--- src/rasr_pkg.sv ---
// Package for the rational add/subtract/reduce unit.
// Holds word types, status codes and shared widths; no dependencies.
`default_nettype none
package rasr_pkg;
  localparam int unsigned VALUE_WIDTH = 32;
  localparam int unsigned WW = 64;
  localparam int unsigned CW = 7;

  localparam logic [1:0] ST_OK = 2'd0;
  localparam logic [1:0] ST_ZERO_DEN = 2'd1;
  localparam logic [1:0] ST_OVERFLOW = 2'd2;

  typedef struct packed {
    logic        mode;
    logic [31:0] a_num;
    logic [30:0] a_den;
    logic [31:0] b_num;
    logic [30:0] b_den;
  } in_word_t;

  typedef struct packed {
    logic [31:0] res_num;
    logic [30:0] res_den;
    logic        operands_equal;
    logic [1:0]  status;
  } out_word_t;

  // Classified job handed from the front end to the back end.
  typedef struct packed {
    logic        err;
    logic        eq;
    logic        neg_a;
    logic        neg_b;
    logic [31:0] a_mag;
    logic [31:0] b_mag;
    logic [30:0] a_den;
    logic [30:0] b_den;
  } job_t;
endpackage
`default_nettype wire

--- src/rasr_front.sv ---
// Front end: accepts input words, classifies them and pushes jobs into a queue.
// Depends on rasr_pkg.
`default_nettype none
module rasr_front (
  input  wire logic              clk_i,
  input  wire logic              rst_ni,
  input  wire logic              in_valid_i,
  output logic                   in_stall_o,
  input  wire rasr_pkg::in_word_t in_word_i,
  output logic                   job_valid_o,
  input  wire logic              job_pop_i,
  output rasr_pkg::job_t         job_o
);
  import rasr_pkg::*;

  job_t        fifo_q [2];
  logic        wp_q, rp_q;
  logic [1:0]  cnt_q;
  job_t        j;
  logic        push;
  logic        negb;

  always_comb begin
    negb = in_word_i.b_num[31] ^ in_word_i.mode;
    j.err = (in_word_i.a_den == '0) || (in_word_i.b_den == '0);
    j.eq = (in_word_i.a_num == in_word_i.b_num) && (in_word_i.a_den == in_word_i.b_den);
    j.neg_a = in_word_i.a_num[31];
    j.neg_b = negb;
    j.a_mag = in_word_i.a_num[31] ? (~in_word_i.a_num + 32'd1) : in_word_i.a_num;
    j.b_mag = in_word_i.b_num[31] ? (~in_word_i.b_num + 32'd1) : in_word_i.b_num;
    j.a_den = in_word_i.a_den;
    j.b_den = in_word_i.b_den;
  end

  assign in_stall_o = (cnt_q == 2'd2);
  assign push = in_valid_i && !in_stall_o;
  assign job_valid_o = (cnt_q != 2'd0);
  assign job_o = fifo_q[rp_q];

  always_ff @(posedge clk_i) begin
    if (push) begin
      fifo_q[wp_q] <= j;
    end
  end

  always_ff @(posedge clk_i or negedge rst_ni) begin
    if (!rst_ni) begin
      wp_q <= 1'b0;
      rp_q <= 1'b0;
      cnt_q <= 2'd0;
    end else begin
      if (push) begin
        wp_q <= ~wp_q;
      end
      if (job_pop_i) begin
        rp_q <= ~rp_q;
      end
      cnt_q <= cnt_q + {1'b0, push} - {1'b0, job_pop_i};
    end
  end
endmodule
`default_nettype wire

--- config.mk ---
export PLATFORM = sky130hd
export DESIGN_NAME = rasr_front
export DESIGN_NICKNAME = d
export VERILOG_FILES = /design/src/rasr_pkg.sv /design/src/rasr_front.sv
export SDC_FILE = /design/constraint.sdc
export NUM_CORES = 1
export LEC_CHECK = 0
export BUFFER_PORTS_ARGS = -buffer_cell sky130_fd_sc_hd__buf_4
export CAP_MARGIN = 5
export CORE_MARGIN = 3
export CORE_UTILIZATION = 58
export DETAILED_ROUTE_END_ITERATION = 10
export PLACE_DENSITY_LB_ADDON = 0.05
export RECOVER_POWER = 100
export REMOVE_ABC_BUFFERS = 1
export SLEW_MARGIN = 15
export SYNTH_ARGS = -nofsm -noshare
export SYNTH_HDL_FRONTEND = slang
export SYNTH_SLANG_ARGS = --single-unit
export TNS_END_PERCENT = 50
--- constraint.sdc ---
create_clock -name clk_i -period 13.7 [get_ports clk_i]
set_clock_uncertainty 0.05 [all_clocks]
set_input_delay 2.74 -clock clk_i [delete_from_list [all_inputs] [get_ports clk_i]]
set_output_delay 2.74 -clock clk_i [all_outputs]
set_load 0.03 [all_outputs]
==> impl_results.md <==
* Run status: complete, but fails checks
* Violated checks: capacitance limit, slew limit
* Minimum clock period at 8093 ps
* Biggest area consumer among synthesized cells: edfxtp_1
* RSZ-0062 raised after global routing: no
* Die area at between 0.02 and 0.025 mm^2
* Dpl cells at between 1000 and 1500
* #FFs+latches synth at 264
* Die width at between 100 and 150 um
* Prevailing post-synth register cell: edfxtp_1
* Most common cell in the netlist: edfxtp_1
* Average wire per standard cell at 23.52 um
* Slew @ Worst Pin at between 4000 and 5000 ps
* Drt drc at 0
* Sequential fraction of the synthesis area at 0.6710
* Post-Syn Area at approximately 0.012 mm^2
* Leakage power at 4.709 nW
* Reg-to-Reg End: fifo_q[1][16]$_DFFE_PP_
* Post-synth cell types at between 40 and 50
* Pwr/cell area at around 210 mW/mm^2
* Reg2Reg Launch Point: cnt_q[1]$_DFF_PN0_
* Worst hold start: wp_q$_DFFE_PN0P_
* CTS resizes at 0
* Hold Path Depth at 1
* Area of the multi-input gates at 0.003664 mm^2
* Reg2Reg Depth at 3
* Layout area overhead at 19.31%
* Hold buffer count at cts at 0
* Register-to-register setup slack at ~7400 ps
* Hold crit path type: flip-flop to flip-flop
* Global placement routability congestion at approximately 0.85
* Share of layout cells above drive strength 1 at 0.2394
* Buffers and inverters on the worst path at 2
* Setup TNS at 0 ps
* Drt initial violations at 520
* Placed cell areas at around 0.014 mm^2
* Max IR drop VDD at between 0.00015 and 0.0002 V
* Arrival @ worst endpoint at slightly above 8000 ps
* I/O pin cnt at ~260
* Mapped Avg Cell Area at approximately 16 um^2
* Number of synthesized flops with an enable pin at between 200 and 300
* Clk root buf: clkbuf_16
* GR Util All Layers at 0.2633
* # fillers at around 1500
* Fmax at between 0.1 and 0.15 GHz
* CTS tree: yes
* Die H at around 150 um
* Number of global-route vias before repair at around 7600
* Critical Path Max Stage Delay at between 3000 and 4000 ps
* Htree depth at 1
* Met3 routed WL at roughly 2400 um
* Number of routed nets with antenna violations at 0
* Nets at between 1000 and 1500
* Fin cells at 1276
* Starting Density at 0.5977
* Ranking of synthesized cells by area: edfxtp_1, mux2_2, xor2_1
* Final slew viol count at 394
* Row Count at 51
* Max-Cap Viols at 7
* Largest net degree at the start of global routing at 78
* Setup WS post-layout at approximately 5600 ps
* Register area at 0.007908 mm^2
* Tcrit/Tclk final at 0.5907
* First-pass DRT Iterations at 5
* Share of the synthesized area in the top cell type at 0.6625
* Synth Instances at between 700 and 800
* Final Cell Area at roughly 0.014 mm^2
* Grt total ovfl at 0
* Post-synth ARST share at 0.01515
* Max clock buf depth at 3
* Critical Path, Cell by Cell: clkbuf_1 > and3_1 > clkbuf_1
* CP Capture Type: flip-flop
* Buffers on Ports at 262
* DR top layer: met4
* CTS Buf Count at 28
* Setup bufs post-CTS at 0
* Max_slew headroom at -2.033
* CP Max Fanout at 77
* Clock Pin Slew Worst Setup and Hold Paths at 60 ps
* Skew-Pair Late Insertion Delay at 530 ps
* Met2 WL at about 15000 um
* Met1 WL at ~12000 um
* Final wirelength at approximately 30000 um
* Ys Warns at 0
* DR vias/cell at about 5.8
* Core area at between 0.015 and 0.02 mm^2
* Hold Fails Final Rpt at 0
* Clk sinks at ~260
* CP most frequent cell: clkbuf_1
* CP top delay family: buffers and inverters
* Vias at 7410
* Worst path slowest cell: clkbuf_1
* Setup WS pre-CTS at 8349 ps
* Final setup fails at 0
* Critical path type: input pin to flip-flop
* Hold Path End: wp_q$_DFFE_PN0P_
* Hpwl dp at 21440 um
* First-pass GRT wire length at around 44000 um
* Diode count at 0
* Initial antenna violation count at 0
* Startpoint Class: input pin
* Top post-synthesis cells by count: edfxtp_1, mux2_2, xor2_1
* CP Data Required Time at around 14000 ps
## layer usage
layer | up-vias | global-route usage
met5 | - | 0
met3 | 61 | 0.04631
met2 | 341 | 0.4542
li1 | 3328 | -
met4 | 0 | 0.06790
met1 | 3680 | 0.3501
## layout by cell type (no fill, tap or decap), drive strengths merged, types with 7 or more instances in the layout
cell type / instances
buf: 89
clkbuf: 220
clkinv: 7
edfxtp: 260
inv: 7
mux2: 130
nand2: 20
nand4: 10
nor2: 9
nor4: 38
o21ai: 17
o31ai: 16
o41ai: 10
or4: 7
xnor2: 58
xor2: 68
## kinds of logic after synthesis
group	after synthesis	share of synthesized area
AO/OA/AOI/OAI	47	0.03164
flip-flops	264	0.6710
adder cells (fa/ha/maj)	4	0.004247
AND/OR/NAND/NOR	117	0.06466
multiplexers	130	0.1242
XOR/XNOR	126	0.09364
buffers and inverters	33	0.01062
## sequential cells by signal, indices dropped and copies added, names as in the netlist
| register | cells |
|---|---|
| rp_q | 1 |
| fifo_q | 260 |
| cnt_q | 2 |
| wp_q | 1 |
## worst max-delay path by stage
stage,depth (start not counted),end,startpoint,slack [ps]
finish,3,fifo_q[1][16]$_DFFE_PP_,in_valid_i,5610
global route,3,fifo_q[1][17]$_DFFE_PP_,in_valid_i,5110
CTS,3,job_o[116],rp_q$_DFFE_PN0P_,7790
detailed placement,3,job_o[116],rp_q$_DFFE_PN0P_,8350
global placement,3,job_o[116],rp_q$_DFFE_PN0P_,8400
floorplan,2,fifo_q[0][0]$_DFFE_PP_,in_valid_i,4790
## metrics by stage
| stage | power, W | hold slack (ps) | util |
|---|---|---|---|
| 6_report | 0.002944 | 469.0 | 0.7131 |
| 5_1_grt | 0.003059 | 497.8 | 0.7131 |
| 4_1_cts | 0.003081 | 489.4 | 0.7521 |
| 3_5_place_dp | 0.002414 | 474.1 | 0.7116 |
| 3_3_place_gp | 0.002385 | 441.9 | 0.7116 |
| 2_1_floorplan | 0.001986 | 410.8 | - |
## power by group
group	leakage (nW)	internal, W	switching (W)
Combinational	1.86	0.000332	0.000729
Sequential	2.46	0.00114	0.0000775
Clock	0.386	0.000378	0.000288
## cell type report
type                       instances  area share
sequential                       264      0.5624
multi-input combinational        424      0.2605
timing repair buffer             266     0.09477
clock buffer                      43     0.05384
tap                              265     0.02358
clock inverter                     7    0.003025
inverter                           7    0.001869
No activity file was read; power rests on OpenSTA's default activity.
